File: config.mk
export PLATFORM = sky130hd
export DESIGN_NAME = crc16_packet_deframer
export DESIGN_NICKNAME = d
export VERILOG_FILES = /design/src/rtl/core/crcdf_pkg.sv /design/src/rtl/core/crc16_packet_deframer.sv /design/src/rtl/core/crcdf_front.sv /design/src/rtl/core/crcdf_queue.sv /design/src/rtl/core/crcdf_back.sv
export VERILOG_INCLUDE_DIRS = /design/src /design/src/rtl/core
export SDC_FILE = /design/constraint.sdc
export NUM_CORES = 1
export LEC_CHECK = 0
export BUFFER_PORTS_ARGS = -buffer_cell sky130_fd_sc_hd__clkbuf_2
export CORE_ASPECT_RATIO = 0.5
export CORE_MARGIN = 8
export CORE_UTILIZATION = 41
export DETAILED_ROUTE_END_ITERATION = 16
export PLACE_DENSITY = 0.64
export SYNTH_ARGS = -nofsm -noshare
export SYNTH_HDL_FRONTEND = slang
export SYNTH_SLANG_ARGS = --single-unit
export TNS_END_PERCENT = 10
File: constraint.sdc
create_clock -name clk_i -period 4.9 [get_ports clk_i]
set_clock_uncertainty 0.1 [all_clocks]
set_input_delay 0.49 -clock clk_i [delete_from_list [all_inputs] [get_ports clk_i]]
set_output_delay 0.49 -clock clk_i [all_outputs]
set_load 0.05 [all_outputs]
File: src/rtl/core/crc16_packet_deframer_assert.svh
// ----------------------------------------------------------------------------
// crc16_packet_deframer assertion macros
// clocked property checks used by the deframer queue
// ----------------------------------------------------------------------------
`ifndef CRC16_PACKET_DEFRAMER_ASSERT_SVH
`define CRC16_PACKET_DEFRAMER_ASSERT_SVH

// property must hold at every edge outside reset
`define CRCDF_ASSERT(lbl, clk, rstn, prop) \
  lbl: assert property (@(posedge clk) disable iff (!rstn) (prop)) \
    else $error("crcdf assertion failed");

// condition must never be true outside reset
`define CRCDF_NEVER(lbl, clk, rstn, cond) \
  lbl: assert property (@(posedge clk) disable iff (!rstn) !(cond)) \
    else $error("crcdf forbidden condition seen");

`endif

File: src/rtl/core/crcdf_pkg.sv
// ----------------------------------------------------------------------------
// crcdf_pkg
// shared types, codes and the bytewise crc-16 update of the packet deframer
// ----------------------------------------------------------------------------
`default_nettype none

package crcdf_pkg;

  localparam logic [15:0] CrcPoly     = 16'h1021;
  localparam logic [15:0] HeaderReset = 16'hAA55;
  localparam logic [15:0] SeedReset   = 16'hFFFF;

  localparam int unsigned CfgIdxW = 2;
  localparam logic [CfgIdxW-1:0] CfgHeaderWord = 2'd0;
  localparam logic [CfgIdxW-1:0] CfgCrcSeed    = 2'd1;

  localparam logic KindPayload  = 1'b0;
  localparam logic KindFrameEnd = 1'b1;

  localparam logic StatusOk     = 1'b0;
  localparam logic StatusCrcErr = 1'b1;

  // one classified result waiting for the back end
  typedef struct packed {
    logic        kind;
    logic [7:0]  data;
    logic [7:0]  command;
    logic [7:0]  seq_num;
    logic [7:0]  response;
    logic [7:0]  length;
    logic [15:0] crc_calc;
    logic [15:0] crc_got;
  } crcdf_entry_t;

  typedef struct packed {
    logic         valid;
    crcdf_entry_t entry;
  } crcdf_push_t;

  // msb-first crc-16, poly 0x1021, one byte
  function automatic logic [15:0] crc16_byte(input logic [15:0] crc, input logic [7:0] b);
    logic [15:0] c;
    c = crc ^ {b, 8'h00};
    for (int i = 0; i < 8; i++) begin
      if (c[15]) begin
        c = {c[14:0], 1'b0} ^ CrcPoly;
      end else begin
        c = {c[14:0], 1'b0};
      end
    end
    return c;
  endfunction

endpackage

`default_nettype wire

File: src/rtl/core/crc16_packet_deframer.sv
// ----------------------------------------------------------------------------
// crc16_packet_deframer
// byte-stream frame receiver with header hunt and crc-16 check
// ----------------------------------------------------------------------------
// usage:
//   rx channel (in_valid_i/in_ready_o, rx_byte_i) takes one received byte per
//   word. the block hunts for the two-byte marker, captures command,
//   sequence, response and length, and checks the trailing big-endian crc.
//   result channel (out_valid_o/out_ready_i) gives one word per payload byte
//   (kind 0) and one frame-end word (kind 1) with frame_status 1 on crc error.
//   config channel (cfg_valid_i/cfg_ready_o) writes header_word (index 0) or
//   crc_seed (index 1); other indexes are dropped. always ready.
// timing:
//   one byte per cycle while the queue has space; each result passes through a
//   queue slot and then the output register before it is valid. the byte path
//   is set by the combinational 8-bit crc update.
// reset:
//   hunting for the marker high byte, queue and output stage empty, header
//   0xaa55, seed 0xffff.
// stall:
//   a two-word queue plus the output register absorb a stalled receiver;
//   once the queue is full in_ready_o drops until words drain.
// ----------------------------------------------------------------------------
`default_nettype none

module crc16_packet_deframer (
  input  wire logic                            clk_i,
  input  wire logic                            rst_ni,
  input  wire logic                            cfg_valid_i,
  output logic                                 cfg_ready_o,
  input  wire logic [crcdf_pkg::CfgIdxW-1:0]   cfg_index_i,
  input  wire logic [15:0]                     cfg_data_i,
  input  wire logic                            in_valid_i,
  output logic                                 in_ready_o,
  input  wire logic [7:0]                      rx_byte_i,
  output logic                                 out_valid_o,
  input  wire logic                            out_ready_i,
  output logic                                 kind_o,
  output logic [7:0]                           data_byte_o,
  output logic [7:0]                           command_o,
  output logic [7:0]                           sequence_res_o,
  output logic [7:0]                           response_code_o,
  output logic [7:0]                           payload_length_o,
  output logic                                 frame_status_o
);

  logic [15:0] header_word_q;
  logic [15:0] crc_seed_q;

  crcdf_pkg::crcdf_push_t  push;
  crcdf_pkg::crcdf_entry_t q_entry;
  logic                    space;
  logic                    q_valid;
  logic                    pop;

  assign cfg_ready_o = 1'b1;

  always_ff @(posedge clk_i or negedge rst_ni) begin
    if (!rst_ni) begin
      header_word_q <= crcdf_pkg::HeaderReset;
      crc_seed_q    <= crcdf_pkg::SeedReset;
    end else if (cfg_valid_i) begin
      case (cfg_index_i)
        crcdf_pkg::CfgHeaderWord: header_word_q <= cfg_data_i;
        crcdf_pkg::CfgCrcSeed:    crc_seed_q    <= cfg_data_i;
        default: ;
      endcase
    end
  end

  crcdf_front u_front (
    .clk_i         (clk_i),
    .rst_ni        (rst_ni),
    .in_valid_i    (in_valid_i),
    .in_ready_o    (in_ready_o),
    .rx_byte_i     (rx_byte_i),
    .header_word_i (header_word_q),
    .crc_seed_i    (crc_seed_q),
    .space_i       (space),
    .push_o        (push)
  );

  crcdf_queue u_queue (
    .clk_i   (clk_i),
    .rst_ni  (rst_ni),
    .push_i  (push),
    .space_o (space),
    .pop_i   (pop),
    .valid_o (q_valid),
    .entry_o (q_entry)
  );

  crcdf_back u_back (
    .clk_i            (clk_i),
    .rst_ni           (rst_ni),
    .q_valid_i        (q_valid),
    .q_entry_i        (q_entry),
    .pop_o            (pop),
    .out_valid_o      (out_valid_o),
    .out_ready_i      (out_ready_i),
    .kind_o           (kind_o),
    .data_byte_o      (data_byte_o),
    .command_o        (command_o),
    .sequence_res_o   (sequence_res_o),
    .response_code_o  (response_code_o),
    .payload_length_o (payload_length_o),
    .frame_status_o   (frame_status_o)
  );

endmodule

`default_nettype wire

File: src/rtl/core/crcdf_front.sv
// ----------------------------------------------------------------------------
// crcdf_front
// header hunt, field capture and running crc; classifies each byte
// ----------------------------------------------------------------------------
`default_nettype none

module crcdf_front (
  input  wire logic                  clk_i,
  input  wire logic                  rst_ni,
  input  wire logic                  in_valid_i,
  output logic                       in_ready_o,
  input  wire logic [7:0]            rx_byte_i,
  input  wire logic [15:0]           header_word_i,
  input  wire logic [15:0]           crc_seed_i,
  input  wire logic                  space_i,
  output crcdf_pkg::crcdf_push_t     push_o
);

  localparam logic [3:0] PhHuntHi  = 4'd0;
  localparam logic [3:0] PhHuntLo  = 4'd1;
  localparam logic [3:0] PhCmd     = 4'd2;
  localparam logic [3:0] PhSeq     = 4'd3;
  localparam logic [3:0] PhRsp     = 4'd4;
  localparam logic [3:0] PhLen     = 4'd5;
  localparam logic [3:0] PhPayload = 4'd6;
  localparam logic [3:0] PhCrcHi   = 4'd7;
  localparam logic [3:0] PhCrcLo   = 4'd8;

  logic [3:0]  phase_q, phase_d;
  logic [15:0] crc_q, crc_d;
  logic [7:0]  left_q, left_d;
  logic [7:0]  cmd_q, cmd_d;
  logic [7:0]  seq_q, seq_d;
  logic [7:0]  rsp_q, rsp_d;
  logic [7:0]  len_q, len_d;
  logic [7:0]  crc_hi_q, crc_hi_d;

  logic        accept;
  logic        use_seed;
  logic [15:0] crc_upd;
  logic [7:0]  hdr_hi;
  logic [7:0]  hdr_lo;

  assign in_ready_o = space_i;
  assign accept     = in_valid_i & space_i;
  assign hdr_hi     = header_word_i[15:8];
  assign hdr_lo     = header_word_i[7:0];

  // a fresh frame start reseeds the crc, all other updates chain on
  always_comb begin
    if (phase_q == PhHuntLo) begin
      use_seed = (rx_byte_i != hdr_lo);
    end else begin
      use_seed = !(phase_q inside {PhCmd, PhSeq, PhRsp, PhLen, PhPayload});
    end
  end

  assign crc_upd = crcdf_pkg::crc16_byte(use_seed ? crc_seed_i : crc_q, rx_byte_i);

  always_comb begin
    phase_d  = phase_q;
    crc_d    = crc_q;
    left_d   = left_q;
    cmd_d    = cmd_q;
    seq_d    = seq_q;
    rsp_d    = rsp_q;
    len_d    = len_q;
    crc_hi_d = crc_hi_q;

    push_o.valid          = 1'b0;
    push_o.entry.kind     = crcdf_pkg::KindPayload;
    push_o.entry.data     = rx_byte_i;
    push_o.entry.command  = cmd_q;
    push_o.entry.seq_num  = seq_q;
    push_o.entry.response = rsp_q;
    push_o.entry.length   = len_q;
    push_o.entry.crc_calc = crc_q;
    push_o.entry.crc_got  = {crc_hi_q, rx_byte_i};

    case (phase_q)
      PhHuntLo: begin
        if (rx_byte_i == hdr_lo) begin
          crc_d   = crc_upd;
          phase_d = PhCmd;
        end else if (rx_byte_i == hdr_hi) begin
          crc_d   = crc_upd;
          phase_d = PhHuntLo;
        end else begin
          phase_d = PhHuntHi;
        end
      end
      PhCmd: begin
        cmd_d   = rx_byte_i;
        crc_d   = crc_upd;
        phase_d = PhSeq;
      end
      PhSeq: begin
        seq_d   = rx_byte_i;
        crc_d   = crc_upd;
        phase_d = PhRsp;
      end
      PhRsp: begin
        rsp_d   = rx_byte_i;
        crc_d   = crc_upd;
        phase_d = PhLen;
      end
      PhLen: begin
        len_d   = rx_byte_i;
        left_d  = rx_byte_i;
        crc_d   = crc_upd;
        phase_d = (rx_byte_i == 8'd0) ? PhCrcHi : PhPayload;
      end
      PhPayload: begin
        crc_d        = crc_upd;
        left_d       = left_q - 8'd1;
        phase_d      = (left_q == 8'd1) ? PhCrcHi : PhPayload;
        push_o.valid = accept;
      end
      PhCrcHi: begin
        crc_hi_d = rx_byte_i;
        phase_d  = PhCrcLo;
      end
      PhCrcLo: begin
        push_o.valid      = accept;
        push_o.entry.kind = crcdf_pkg::KindFrameEnd;
        phase_d           = PhHuntHi;
      end
      default: begin
        // hunting for the marker high byte, unused codes land here too
        if (rx_byte_i == hdr_hi) begin
          crc_d   = crc_upd;
          phase_d = PhHuntLo;
        end else begin
          phase_d = PhHuntHi;
        end
      end
    endcase
  end

  always_ff @(posedge clk_i or negedge rst_ni) begin
    if (!rst_ni) begin
      phase_q  <= PhHuntHi;
      crc_q    <= crcdf_pkg::SeedReset;
      left_q   <= 8'd0;
      cmd_q    <= 8'd0;
      seq_q    <= 8'd0;
      rsp_q    <= 8'd0;
      len_q    <= 8'd0;
      crc_hi_q <= 8'd0;
    end else if (accept) begin
      phase_q  <= phase_d;
      crc_q    <= crc_d;
      left_q   <= left_d;
      cmd_q    <= cmd_d;
      seq_q    <= seq_d;
      rsp_q    <= rsp_d;
      len_q    <= len_d;
      crc_hi_q <= crc_hi_d;
    end
  end

endmodule

`default_nettype wire

File: src/rtl/core/crcdf_queue.sv
// ----------------------------------------------------------------------------
// crcdf_queue
// two-entry queue of classified results between front and back end
// ----------------------------------------------------------------------------
`default_nettype none

`include "crc16_packet_deframer_assert.svh"

module crcdf_queue (
  input  wire logic                    clk_i,
  input  wire logic                    rst_ni,
  input  wire crcdf_pkg::crcdf_push_t  push_i,
  output logic                         space_o,
  input  wire logic                    pop_i,
  output logic                         valid_o,
  output crcdf_pkg::crcdf_entry_t      entry_o
);

  localparam int unsigned Depth = 2;
  localparam int unsigned PtrW  = $clog2(Depth);
  localparam int unsigned CntW  = $clog2(Depth + 1);

  crcdf_pkg::crcdf_entry_t slot_q [Depth];

  logic [PtrW-1:0] wr_ptr_q, rd_ptr_q;
  logic [CntW-1:0] count_q;

  assign space_o = (count_q != CntW'(Depth));
  assign valid_o = (count_q != '0);
  assign entry_o = slot_q[rd_ptr_q];

  always_ff @(posedge clk_i) begin
    if (push_i.valid) begin
      slot_q[wr_ptr_q] <= push_i.entry;
    end
  end

  always_ff @(posedge clk_i or negedge rst_ni) begin
    if (!rst_ni) begin
      wr_ptr_q <= '0;
      rd_ptr_q <= '0;
      count_q  <= '0;
    end else begin
      if (push_i.valid) begin
        wr_ptr_q <= (wr_ptr_q == PtrW'(Depth - 1)) ? '0 : wr_ptr_q + PtrW'(1);
      end
      if (pop_i) begin
        rd_ptr_q <= (rd_ptr_q == PtrW'(Depth - 1)) ? '0 : rd_ptr_q + PtrW'(1);
      end
      case ({push_i.valid, pop_i})
        2'b10:   count_q <= count_q + CntW'(1);
        2'b01:   count_q <= count_q - CntW'(1);
        default: count_q <= count_q;
      endcase
    end
  end

  `CRCDF_ASSERT(a_count_range, clk_i, rst_ni, count_q <= CntW'(Depth))
  `CRCDF_NEVER(a_push_when_full, clk_i, rst_ni, push_i.valid && !space_o)
  `CRCDF_NEVER(a_pop_when_empty, clk_i, rst_ni, pop_i && !valid_o)
  `CRCDF_ASSERT(a_count_tracks_push, clk_i, rst_ni, $past(push_i.valid && !pop_i) |-> (count_q == $past(count_q) + CntW'(1)))

endmodule

`default_nettype wire

File: src/rtl/core/crcdf_back.sv
// ----------------------------------------------------------------------------
// crcdf_back
// crc compare, result formatting and the registered output stage
// ----------------------------------------------------------------------------
`default_nettype none

module crcdf_back (
  input  wire logic                     clk_i,
  input  wire logic                     rst_ni,
  input  wire logic                     q_valid_i,
  input  wire crcdf_pkg::crcdf_entry_t  q_entry_i,
  output logic                          pop_o,
  output logic                          out_valid_o,
  input  wire logic                     out_ready_i,
  output logic                          kind_o,
  output logic [7:0]                    data_byte_o,
  output logic [7:0]                    command_o,
  output logic [7:0]                    sequence_res_o,
  output logic [7:0]                    response_code_o,
  output logic [7:0]                    payload_length_o,
  output logic                          frame_status_o
);

  logic       out_valid_q;
  logic       kind_q;
  logic [7:0] data_q, cmd_q, seq_q, rsp_q, len_q;
  logic       status_q;
  logic       is_end;
  logic       status_d;

  // load a queued entry whenever the output word is empty or leaving this cycle
  assign pop_o  = q_valid_i && (!out_valid_q || out_ready_i);
  assign is_end = (q_entry_i.kind == crcdf_pkg::KindFrameEnd);

  always_comb begin
    status_d = crcdf_pkg::StatusOk;
    if (is_end && (q_entry_i.crc_got != q_entry_i.crc_calc)) begin
      status_d = crcdf_pkg::StatusCrcErr;
    end
  end

  always_ff @(posedge clk_i or negedge rst_ni) begin
    if (!rst_ni) begin
      out_valid_q <= 1'b0;
    end else if (pop_o) begin
      out_valid_q <= 1'b1;
    end else if (out_ready_i) begin
      out_valid_q <= 1'b0;
    end
  end

  always_ff @(posedge clk_i) begin
    if (pop_o) begin
      kind_q   <= q_entry_i.kind;
      data_q   <= is_end ? 8'd0 : q_entry_i.data;
      cmd_q    <= q_entry_i.command;
      seq_q    <= q_entry_i.seq_num;
      rsp_q    <= q_entry_i.response;
      len_q    <= q_entry_i.length;
      status_q <= status_d;
    end
  end

  assign out_valid_o      = out_valid_q;
  assign kind_o           = kind_q;
  assign data_byte_o      = data_q;
  assign command_o        = cmd_q;
  assign sequence_res_o   = seq_q;
  assign response_code_o  = rsp_q;
  assign payload_length_o = len_q;
  assign frame_status_o   = status_q;

endmodule

`default_nettype wire
# ---- Word level (Yosys, flattened, before mapping)
# Memory sizes are Yosys's and may differ from the RTL's.
# Index checks and enable logic that the tools add are counted.
# Widths: inputs -> output; s select.
dict set report totals {
  regBits 147
  mem_bits_rw 146
  in_bits 31
  out_inout_bits 45
  elab_cells 108
  mem_count 1
}
dict set report classes {
  addsub 5
  n_eq_ne 17
  mux 29
  bitwise 11
  n_reduce_logical 24
}
# memory words word_bits read_ports rd_clocked_by_memory_dff write_ports line
set memory_table {}
lappend memory_table {u_queue.slot_q 2 73 1 0 1 crcdf_queue.sv:23} ;# crcdf_pkg::crcdf_entry_t slot_q [Depth];
# operator count
set op_table {}
lappend op_table {{$mux 13} 8}
lappend op_table {{$mux 16} 3}
lappend op_table {{$pmux 16 s3} 1}
lappend op_table {{$pmux 4 s8} 1}
lappend op_table {{$not 3->3} 8}
lappend op_table {{$reduce_and 2->1} 9}
lappend op_table {{$eq 4x3->1 const B} 4}
lappend op_table {{$eq 8x8->1} 2}
lappend op_table {{$ne 16x16->1} 1}
lappend op_table {{$pmux 8 s2} 1}
lappend op_table {{$xor 16x16->16} 1}
lappend op_table {{$mux 1} 13}
lappend op_table {{$eq 4x2->1 const B} 2}
lappend op_table {{$eq 8x1->1 const B} 1}
lappend op_table {{$logic_not 8->1} 1}
lappend op_table {{$ne 8x8->1} 1}
lappend op_table {{$reduce_bool 2->1} 4}
lappend op_table {{$sub 8x1->8 const B} 1}
lappend op_table {{$reduce_bool 5->1} 1}
lappend op_table {{$reduce_or 5->1} 1}
lappend op_table {{$eq 2x1->1 const B} 2}
lappend op_table {{$eq 4x1->1 const B} 1}
lappend op_table {{$eq 4x4->1 const B} 1}
lappend op_table {{$mux 4} 1}
lappend op_table {{13 further kinds} 17}

# ---- Logic depth before layout (Yosys ltp)
# Gate-level depths: netlist of run 1.
dict set report logic_depth {
  depth_word 25
  ltp_mapped 10
  depth_no_buf 7
}

# ---- Cells and area by module
# From an unflattened synthesis of run 1, not the netlist that was laid out.
dict set report unflattened {
  cells_unflattened 802
  area_unflattened_um2 12660.9
}
# module instances cells_per_inst area_per_inst_um2 seq_area_each_um2
set by_module_without_submodules {}
lappend by_module_without_submodules {crcdf_queue 1 243 5701.7 4484.3}
lappend by_module_without_submodules {crcdf_front 1 414 4174.0 1721.7}
lappend by_module_without_submodules {crcdf_back 1 75 1531.5 1286.2}
lappend by_module_without_submodules {crc16_packet_deframer 1 70 1253.7 830.8}

# ---- Worst setup path before layout of run 1
# No wires, ideal clock.
dict set report synth_timing {
  kind {reg-to-reg}
  startpoint {register u_front.phase_q[2]}
  endpoint {memory u_queue.slot_q[0][10] (netlist bit), enable pin}
  setup_time_ns 0.489
  arrival_time_ns 4.145
  t_required_ns 4.311
  slack_ns 0.166
  stages_incl_launch_ff 5
  n_path_buf 1
  period_less_slack_ns 4.734
  cell_sequence {dfrtp_1 -> clkbuf_1 -> nor4b_1 -> o21ai_1 -> nor2_1}
}
dict set report synth_via {
  elab_chain_cells 5
  elab_cells_between_ends 6
  cone_classes {eq/ne: 2; mux: 3; reduce/logical: 1}
}
# element line
set synth_lines {}
lappend synth_lines {{from (decl)} crcdf_front.sv:29} ;# logic [3:0] phase_q, phase_d;
lappend synth_lines {{from (signal assigned)} crcdf_front.sv:142} ;# phase_q <= PhHuntHi;
lappend synth_lines {{from (signal assigned)} crcdf_front.sv:151} ;# phase_q <= phase_d;
lappend synth_lines {{$eq 4x4->1 or $eq 4x3->1 (tied branches)} crcdf_front.sv:80} ;# case (phase_q)
lappend synth_lines {{$reduce_or 2->1 (no line) *} -}
lappend synth_lines {{$mux 1 *} crcdf_front.sv:80}
lappend synth_lines {{$mux 1 *} crcdf_queue.sv:33} ;# if (push_i.valid) begin
lappend synth_lines {{$mux 1 (not written as such) *} crcdf_queue.sv:34} ;# slot_q[wr_ptr_q] <= push_i.entry;
lappend synth_lines {{to (decl)} crcdf_queue.sv:23}
# Mark *: on every way between the ends. The rest lies on a longest branch, timed or not.

# ---- Worst setup path after layout of run 1
dict set report layout_timing {
  startpoint {register u_front.phase_q[2]}
  endpoint {memory u_queue.slot_q[0][36] (netlist bit), enable pin}
}
# The elaborated chain is that of the path after synthesis.

==> impl_results.md, run 1 <==
- Status: complete, no violations
- Detailed placement HPWL: 15500 um
- Post-Place Cells: 1165
- Most frequent cells in the layout: edfxtp_1 (172), mux2_2 (91), clkbuf_2 (73)
- DIE HEIGHT: 134 um
- Antenna violations before repair: 0
- Initial Util: 41.4%
- Slew @ Worst Pin: 1150 ps
- Tot GR Track Use: 13.6%
- Async S/R FF share, synth: 37.9%
- GR Overflow Total: 0
- Number of flops mapped to enable cells by yosys: 172
- Drt first pass iters: 4
- Worst-Skew Late Latency: 530 ps
- Worst setup SP type: flop
- Max-slew headroom: 23.2%
- Critical path class: reg -> reg
- Crit path arrival time: 3270 ps
- Clock Sinks: 277
- CTS tree: built
- Die X: 252 um
- Post-synth top area cell: edfxtp_1
- Fmax: 0.315 GHz
- Power Dens Cells: 654 nW/um2
- Netlist cell types: 62
- Worst-path fanout max: 26
- Ports: 76
- First-pass GRT wire length: 36200 um
- CP Data Required Time: 4990 ps
- Vias in the first global route: 6189
- Initial DRC Count: 424
- Clock Pin Slew Worst Setup and Hold Paths: 60 ps
- Layout cell share with drive strength beyond 1: 31.1%
- Min Hold Slack: 57.4 ps
- Via density: 5.10
- Fin area: 13000 um2
- Synth warn: 0
- Area after DPL: 12200 um2
- Non-Filler Instances: 1214
- Ys flop type: edfxtp_1
- Leakage: 4.83 nW
- Mean Syn Cell Area: 15.6 um2
- Number of buffers created by CTS: 26
- Dominant cells by area after synthesis: edfxtp_1 (45%), dfrtp_1 (14%), dfstp_2 (9.2%)
- # rows: 43
- Final Max Slew Viols: 0
- Largest net degree at the start of global routing: 65
- CTS root buffer: clkbuf_16
- Seq cells post-synth: 277
- Min-Delay Path Class: in -> reg
- Clock buffer depth: 3
- Die ar.: 33700 um2
- Drt wl/cell: 19.1 um
- Diode count: 0
- Placer Congestion: 0.899
- Mapped Nets: 766
- Area Overhead vs Synth: 13.7%
- # Max-Cap Violations: 0
- H-tree levels: 1
- Synth Cell Area: 11400 um2
- Unrepaired setup endpoints after global routing: false
- Final wirelength: 23200 um
- Placeable Area: 27500 um2
- Sequential area share after synthesis: 68.8%
- Yosys top cell area share: 45.3%
- Post-CTS Resized: 0
- Commonest non-fill, non-tap cell in the layout: edfxtp_1
- Final Hold Vio Count: 0
- Via count: 6189
- DRC viols: 0
- Syn Inst Count: 732
- Setup violators final: 0
- Final nets: 846
- Final ANT Viol Nets: 0
- I/O Buffers: 74
- Peak VDD IR: 0.264 mV
- Setup TNS: 0 ps
- Final worst path period need: 3170 ps
- Setup crit end kind: flop
- Period utilisation layout: 64.8%
cells in the mapped netlist, types with 6 or more instances:
cell	number
a21oi_1	14
clkbuf_1	22
dfrtp_1	65
dfstp_2	40
edfxtp_1	172
inv_1	7
mux2_1	14
mux2_2	91
mux2i_1	19
nand2_1	34
nand2b_1	16
nand4_1	6
nor2_1	32
nor2b_1	7
nor3_1	8
nor4_1	8
o21ai_0	11
o21ai_1	20
or4_1	6
xnor2_1	38
xor2_1	31
sequential cells by signal, indices dropped and copies added (netlist names), 16 cells and up:
register	count
header_word_q	16
u_front.crc_q	16
crc_seed_q	16
u_queue.slot_q	130
worst paths after layout:
path                                          from               endpoint  slack, ps  cells after the start
worst max register to register  u_front.phase_q[2]  u_queue.slot_q[0][36]       1730                      4
worst min-delay path                   out_ready_i     u_back.out_valid_o         60                      2
max in group asynchronous                   rst_ni          crc_seed_q[1]       3090                      3
min in group asynchronous                   rst_ni       u_front.cmd_q[5]        520                      2
worst min register to register    u_front.len_q[2]  u_queue.slot_q[1][34]        360                      0
worst max-delay path            u_front.phase_q[2]  u_queue.slot_q[0][36]       1730                      4
power breakdown:
| part | switching [W] | internal [W] | leakage, nW |
|---|---|---|---|
| registers | 0.000571 | 0.00341 | 2.80 |
| clock network | 0.000813 | 0.00102 | 0.377 |
| logic | 0.00157 | 0.00109 | 1.65 |
| total | 0.00296 | 0.00552 | 4.83 |
final cells by class:
class / instances / area, um2
fillers: 2415 / 14600
inverters: 7 / 26.3
multi-input cells: 418 / 3410
repair buffers: 82 / 435
clock inverters: 7 / 43.8
well taps: 382 / 478
clock buffers: 41 / 724
flip-flops and latches: 277 / 7840
per-layer routing:
metal | vias up | part of all wire, % | GRT usage (%)
met4 | 0 | 1.5 | 3.17
met1 | 3166 | 47 | 19.2
met3 | 31 | 5.1 | 2.72
met5 | - | 0 | 0
met2 | 130 | 46 | 21.5
li1 | 2862 | - | -
per-stage QoR:
step / utilization [%] / total power (W) / setup WS, ps
final: 47.1 / 0.00847 / 1730
after global routing: 47.1 / 0.00894 / 1380
after CTS: 47.1 / 0.00856 / 1680
after detailed placement: 44.2 / 0.00671 / 1580
after global placement: 44.2 / 0.00664 / 1650
after floorplan: - / 0.00601 / 166
worst max-delay path: stages (launching register included):
cell     delay (ps)
dfrtp_1         550
nor4b_1         770
o21ai_1         370
nor2_4          580
buf_4           450
what timing repair did:
item / CTS / global route
buffers inserted: 0 / 0
hold endpoints to repair: 1 / 0
hold buffers: 1 / 0
endpoints found under the setup margin: 0 / 0
cell families (layout without fill, tap and decap cells):
| family | Yosys count | after routing | synth area share (%) |
|---|---|---|---|
| AO/OA/AOI/OAI | 79 | 79 | 4.52 |
| XOR/XNOR | 76 | 76 | 6.57 |
| adder cells (fa/ha/maj) | 3 | 3 | 0.329 |
| buffers and inverters | 37 | 137 | 1.59 |
| flip-flops | 277 | 277 | 68.8 |
| multiplexers | 124 | 124 | 12.0 |
| other | 1 | 1 | 0.0329 |
| AND/OR/NAND/NOR | 135 | 135 | 6.17 |
(Power assumes the default switching activity.)
==> run 2: changes to the inputs <==
--- a/config.mk
+++ b/config.mk
@@ -11,7 +11,7 @@
 export CORE_MARGIN = 8
 export CORE_UTILIZATION = 41
 export DETAILED_ROUTE_END_ITERATION = 16
-export PLACE_DENSITY = 0.64
+export PLACE_DENSITY = 0.62
 export SYNTH_ARGS = -nofsm -noshare
 export SYNTH_HDL_FRONTEND = slang
 export SYNTH_SLANG_ARGS = --single-unit
==> constraint.sdc (replaced) <==
create_clock -name clk_i -period 3.1 [get_ports clk_i]
set_clock_uncertainty 0.1 [all_clocks]
set_input_delay 0.31 -clock clk_i [delete_from_list [all_inputs] [get_ports clk_i]]
set_output_delay 0.31 -clock clk_i [all_outputs]
set_load 0.05 [all_outputs]
==> run 2 against run 1 <==
Compared with the run above: hold slack improved by 27 ps; power up 62%; first-iteration DRC count decreased by 5.7%; clock power grew 75%; combinational power up 64%; via count increased by 0.36%; final cell count grew 2.6%; setup slack lost 1400 ps; core utilization grew 1.5 points; largest power group unchanged; highest routed layer unchanged.
==> impl_results.md, run 2 (synthesized netlist as in run 1, its figures left out) <==
- Status: complete, no violations (unchanged)
- Initial DRC Count: 400 (was 424)
- Post-CTS Resized: 0 (unchanged)
- # Max-Cap Violations: 0 (unchanged)
- Diode count: 0 (unchanged)
- Critical path class: reg -> reg (unchanged)
- GR Overflow Total: 0 (unchanged)
- Clock Pin Slew Worst Setup and Hold Paths: 70 ps (was 60 ps)
- Number of buffers created by CTS: 26 (unchanged)
- Clock Sinks: 277 (unchanged)
- Final worst setup slack: 344 ps (was 1730 ps)
- Via density: 4.99 (was 5.10)
- Drt wl/cell: 18.5 um (was 19.1 um)
- Max reg flops: 130 (unchanged)
- Min Hold Slack: 84.1 ps (was 57.4 ps)
- Area taken by multi-input logic gates: 3410 um2 (unchanged)
- Via count: 6211 (was 6189)
- Peak VDD IR: 0.474 mV (was 0.264 mV)
- # rows: 43 (unchanged)
- First-pass GRT wire length: 36300 um (was 36200 um)
- Final Max Slew Viols: 0 (unchanged)
- Final nets: 877 (was 846)
- Clock buffer depth: 3 (unchanged)
- Setup crit end kind: flop (unchanged)
- Final ANT Viol Nets: 0 (unchanged)
- Unrepaired setup endpoints after global routing: false (unchanged)
- Slew @ Worst Pin: 954 ps (was 1150 ps)
- Die X: 252 um (unchanged)
- I/O Buffers: 74 (unchanged)
- CP Cell Sequence: o21bai_1 -> nor2_2 -> a221oi_1 -> or4_1 -> xnor2_2 -> xor2_1 -> mux2_2 (was nor4b_1 -> o21ai_1 -> nor2_4 -> buf_4)
- Worst-path fanout max: 13 (was 26)
- Post-Place Cells: 1179 (was 1165)
- Detailed placement HPWL: 14900 um (was 15500 um)
- Max-slew headroom: 36.0% (was 23.2%)
- Placeable Area: 27500 um2 (unchanged)
- Non-Filler Instances: 1245 (was 1214)
- Worst-Skew Late Latency: 530 ps (about the same)
- Fill count: 2422 (was 2415)
- Sequential cell area: 7840 um2 (unchanged)
- Leakage: 5.02 nW (was 4.83 nW)
- Die ar.: 33700 um2 (unchanged)
- Reg with most FFs: u_queue.slot_q (unchanged)
- Area Overhead vs Synth: 17.2% (was 13.7%)
- Setup violators final: 0 (unchanged)
- Placer Congestion: 0.844 (was 0.899)
- Vias in the first global route: 6330 (was 6189)
- DIE HEIGHT: 134 um (unchanged)
- Antenna violations before repair: 0 (unchanged)
- CP Data Required Time: 3460 ps (was 4990 ps)
- Layout cell share with drive strength beyond 1: 32.4% (was 31.1%)
- Initial Util: 41.4% (unchanged)
- Slowest cell on crit path: or4_1 (was nor4b_1)
- Period utilisation layout: 88.9% (was 64.8%)
- DRC viols: 0 (unchanged)
- Crit path arrival time: 3120 ps (was 3270 ps)
- Slowest stage delay, CP: 680 ps (was 770 ps)
- Drt first pass iters: 5 (was 4)
- Ports: 76 (unchanged)
- Worst setup SP type: flop (unchanged)
- Tot GR Track Use: 13.6% (about the same)
- Final Hold Vio Count: 0 (unchanged)
- Fmax: 0.363 GHz (was 0.315 GHz)
- Placement Setup Slack: 365 ps (was 1580 ps)
- Setup TNS: 0 ps (unchanged)
- Family with the most delay on the worst path: simple AND/OR/NAND/NOR gates (unchanged)
- CTS tree: built (unchanged)
- CTS root buffer: clkbuf_16 (unchanged)
- WP buf/inv: 0 (was 1)
- Largest net degree at the start of global routing: 66 (was 65)
- Commonest non-fill, non-tap cell in the layout: edfxtp_1 (unchanged)
- Most frequent cells in the layout: edfxtp_1 (172), mux2_2 (91), clkbuf_2 (73) (unchanged)
- H-tree levels: 1 (unchanged)
- Power Dens Cells: 1030 nW/um2 (was 654 nW/um2)
- Final worst path period need: 2760 ps (was 3170 ps)
- Min-Delay Path Class: in -> reg (unchanged)
- Final wirelength: 23000 um (was 23200 um)
-- run 2: cell count changes in the layout (fill, tap and decap cells not counted), sizes merged --
cell / delta
clkbuf: -7
bufinv: +3
buf: +14
dlygate4sd3: +17
clkinvlp: +2
clkinv: +2
-- run 2: path summary, 6_finish.rpt --
path                                           from                    end  slack (ps)  depth (start not counted)
worst min-delay path                   rx_byte_i[0]  u_queue.slot_q[1][64]          80                          2
worst max register to register   u_front.phase_q[3]      u_front.crc_q[13]         340                          7
max in group asynchronous                    rst_ni      header_word_q[13]        1910                          3
worst min register to register  u_front.crc_hi_q[7]  u_queue.slot_q[0][15]         360                          0
worst max-delay path             u_front.phase_q[3]      u_front.crc_q[13]         340                          7
min in group asynchronous                    rst_ni       header_word_q[1]         260                          2
-- run 2: metrics by stage --
step	power [W]	area, um2	util (%)
after floorplan	0.00949	11400	-
after global placement	0.0105	12300	44.8
after detailed placement	0.0106	12300	44.8
after CTS	0.0139	13400	48.5
after global routing	0.0145	13400	48.5
final	0.0137	13400	48.5
-- run 2: worst register-to-register path, stage by stage (launching register included) --
cell and delay (ps):
dfrtp_1 500, o21bai_1 270, nor2_2 370, a221oi_1 100, or4_1 680, xnor2_2 230
xor2_1 170, mux2_2 260
-- run 2: routing by layer --
layer	part of all wire, %	vias to the layer above	track usage (%)	wire length [um]
met1	48	3115	18.9	11000
li1	-	2935	-	-
met5	0	-	0	0
met3	4.1	34	2.28	953
met4	1.8	0	3.14	424
met2	46	127	22.3	10700
-- run 2: layout make-up --
cell class / instances / share of cell area, %
sequential: 277 / 58.7
multi-input combinational: 418 / 25.5
timing repair buffer: 113 / 5.60
clock buffer: 34 / 5.24
tap: 382 / 3.57
clock inverter: 14 / 1.20
inverter: 7 / 0.197
-- run 2: report_power, final --
part	leakage, nW	internal, W	switching, W
registers	2.80	0.00538	0.000755
logic	1.80	0.00180	0.00258
clock network	0.420	0.00185	0.00135
-- run 2: what timing repair did --
action | CTS | global route
endpoints found under the hold margin | 62 | 0
hold buffers | 18 | 0
buffers inserted | 0 | 0
==> run 3: changes to the inputs <==
--- a/config.mk
+++ b/config.mk
@@ -9,9 +9,10 @@
 export BUFFER_PORTS_ARGS = -buffer_cell sky130_fd_sc_hd__clkbuf_2
 export CORE_ASPECT_RATIO = 0.5
 export CORE_MARGIN = 8
-export CORE_UTILIZATION = 41
+export CORE_UTILIZATION = 46
 export DETAILED_ROUTE_END_ITERATION = 16
-export PLACE_DENSITY = 0.62
+export PLACE_DENSITY = 0.67
+export RECOVER_POWER = 50
 export SYNTH_ARGS = -nofsm -noshare
 export SYNTH_HDL_FRONTEND = slang
 export SYNTH_SLANG_ARGS = --single-unit
==> constraint.sdc (replaced) <==
create_clock -name clk_i -period 3.45 [get_ports clk_i]
set_clock_uncertainty 0.1 [all_clocks]
set_input_delay 0.345 -clock clk_i [delete_from_list [all_inputs] [get_ports clk_i]]
set_output_delay 0.345 -clock clk_i [all_outputs]
set_load 0.05 [all_outputs]
==> run 3 against run 2 <==
Compared with the run above: fmax decreased by 3.9%; highest routed layer unchanged; routed wire length increased by 1.4%; via count is 0.11% lower; setup slack improved by 240 ps; core utilization grew 5.9 points; hold slack improved by 71 ps; sequential cell count is the same; sequential power shrank 10%; power is 11% lower.
==> impl_results.md, run 3 (synthesized netlist as in run 1, its figures left out) <==
- Final Max Slew Viols: 0 (unchanged)
- Drt wl/cell: 19.6 um (was 18.5 um)
- Final Hold Vio Count: 0 (unchanged)
- FF-to-FF path depth: 7 (unchanged)
- Fin util: 54.4% (was 48.5%)
- Max reg flops: 130 (unchanged)
- Setup violators final: 0 (unchanged)
- # Max-Cap Violations: 0 (unchanged)
- Status: complete, no violations (unchanged)
- Placeable Area: 24200 um2 (was 27500 um2)
- Final ANT Viol Nets: 0 (unchanged)
- Post-CTS Resized: 0 (unchanged)
- Min-Delay Path Class: in -> reg (unchanged)
- Period utilisation layout: 83.1% (was 88.9%)
- H-tree levels: 1 (unchanged)
- GR Overflow Total: 0 (unchanged)
- Die ar.: 30400 um2 (was 33700 um2)
- Diode count: 0 (unchanged)
- Min Hold Slack: 156 ps (was 84.1 ps)
- Clock buffer depth: 3 (unchanged)
- Final nets: 872 (was 877)
- Slowest stage delay, CP: 680 ps (about the same)
- Non-Filler Instances: 1193 (was 1245)
- Area Overhead vs Synth: 15.4% (was 17.2%)
- Setup crit end kind: flop (unchanged)
- Die X: 239 um (was 252 um)
- Worst-Skew Late Latency: 530 ps (about the same)
- Post-Place Cells: 1129 (was 1179)
- # rows: 40 (was 43)
- Crit path arrival time: 3220 ps (was 3120 ps)
- Critical path class: reg -> reg (unchanged)
- Drt first pass iters: 5 (unchanged)
- Fin area: 13200 um2 (was 13400 um2)
- Most frequent cells in the layout: edfxtp_1 (172), mux2_2 (91), dfrtp_1 (65) (was edfxtp_1 (172), mux2_2 (91), clkbuf_2 (73))
- Reg with most FFs: u_queue.slot_q (unchanged)
- Post-CTS Setup Inserts: 0 (unchanged)
- Hold EP: u_front.phase_q[0] (was u_queue.slot_q[1][64])
- Clock Pin Slew Worst Setup and Hold Paths: 60 ps (was 70 ps)
- DIE HEIGHT: 127 um (was 134 um)
- Leakage: 4.85 nW (was 5.02 nW)
- CP Data Required Time: 3810 ps (was 3460 ps)
- DRC viols: 0 (unchanged)
- Fmax: 0.349 GHz (was 0.363 GHz)
- Antenna violations before repair: 0 (unchanged)
- First-pass GRT wire length: 36800 um (was 36300 um)
- Area after DPL: 12200 um2 (was 12300 um2)
- Hold depth: 3 (was 2)
- # hold bufs at CTS: 18 (unchanged)
- Ports: 76 (unchanged)
- Layout cell share with drive strength beyond 1: 24.9% (was 32.4%)
- Initial DRC Count: 460 (was 400)
- Vias in the first global route: 6441 (was 6330)
- Largest net degree at the start of global routing: 56 (was 66)
- Number of buffers created by CTS: 25 (was 26)
- Clock Sinks: 277 (unchanged)
- CTS tree: built (unchanged)
- Fill count: 1964 (was 2422)
- Worst R2R Setup Slack: 580 ps (was 340 ps)
- CP Cell Sequence: or4b_1 -> o221ai_1 -> nand2_1 -> a311oi_2 -> xnor2_1 -> xnor3_1 -> a31o_1 (was o21bai_1 -> nor2_2 -> a221oi_1 -> or4_1 -> xnor2_2 -> xor2_1 -> mux2_2)
- Unrepaired setup endpoints after global routing: false (unchanged)
- I/O Buffers: 74 (unchanged)
- Setup TNS: 0 ps (unchanged)
- Max-slew headroom: 8.11% (was 36.0%)
- Hold wc startpoint: in_valid_i (was rx_byte_i[0])
- CTS root buffer: clkbuf_16 (unchanged)
- Via count: 6204 (was 6211)
- Via density: 5.20 (was 4.99)
- Slowest cell on crit path: or4b_1 (was or4_1)
- Slew @ Worst Pin: 1380 ps (was 954 ps)
- Tot GR Track Use: 15.2% (was 13.6%)
- Peak VDD IR: 0.347 mV (was 0.474 mV)
- Worst-path fanout max: 16 (was 13)
- Detailed placement HPWL: 15300 um (was 14900 um)
- Placer Congestion: 0.858 (was 0.844)
- FF-to-FF End: u_front.crc_q[15] (was u_front.crc_q[13])
- Commonest non-fill, non-tap cell in the layout: edfxtp_1 (unchanged)
- Final worst path period need: 2870 ps (was 2760 ps)
- Initial Util: 47.2% (was 41.4%)
- Worst r2r src: u_front.phase_q[2] (was u_front.phase_q[3])
- Crit path from: u_front.phase_q[2] (was u_front.phase_q[3])
- Power Dens Cells: 925 nW/um2 (was 1030 nW/um2)
- Worst setup SP type: flop (unchanged)
- Final wirelength: 23400 um (was 23000 um)
[run 3: changes by cell type in the layout (fill, tap and decap cells not counted), moves of 2 or more]
cell,previous run,this run
dfstp_2,40,24
clkbuf_1,6,46
clkinv_1,1,4
clkinvlp_4,2,0
dfstp_1,0,16
buf_4,19,7
clkbuf_2,73,39
[run 3: final cells by class]
cell class	count	area [um2]	share of cell area, %
Timing Repair Buffer	109	646	4.91
Clock buffer	32	682	5.18
Inverter	7	26.3	0.200
Clock inverter	14	134	1.02
Tap cell	336	420	3.19
Sequential cell	277	7840	59.6
Multi-Input combinational cell	418	3410	25.9
[run 3: routing by layer]
metal | vias to the layer above | wire [um] | share of wire, % | GRT usage (%)
li1 | 2911 | - | - | -
met1 | 3140 | 10900 | 47 | 21.2
met2 | 125 | 11200 | 48 | 25.2
met3 | 28 | 908 | 3.9 | 2.51
met4 | 0 | 334 | 1.4 | 2.70
met5 | - | 0 | 0 | 0
[run 3: per-stage QoR]
stage                     worst slack [ps]  power (W)
final                                  583     0.0122
after global routing                   457     0.0128
after CTS                              583     0.0124
after detailed placement               498    0.00957
after global placement                 549    0.00942
after floorplan                       -221    0.00853
[run 3: worst max-delay path by stage]
stage / endpoint / slack [ps] / cells past startpoint
floorplan: u_queue.slot_q[0][10] / -220 / 4
global placement: u_front.crc_q[14] / 550 / 8
detailed placement: u_front.crc_q[14] / 500 / 8
CTS: u_front.crc_q[15] / 580 / 7
global route: u_front.crc_q[8] / 460 / 7
finish: u_front.crc_q[15] / 580 / 7
[run 3: where the power goes]
| group | total [W] | internal [W] | switching, W |
|---|---|---|---|
| registers | 0.00552 | 0.00480 | 0.000716 |
| clock network | 0.00275 | 0.00156 | 0.00119 |
| logic | 0.00391 | 0.00157 | 0.00234 |
| total | 0.0122 | 0.00793 | 0.00425 |
[run 3: critical path: cells and delay by family (launching register included)]
kind | cells | cell delay, ps
flops | 1 | 550
simple gates | 2 | 760
xor+xnor | 2 | 660
compound gates | 3 | 730
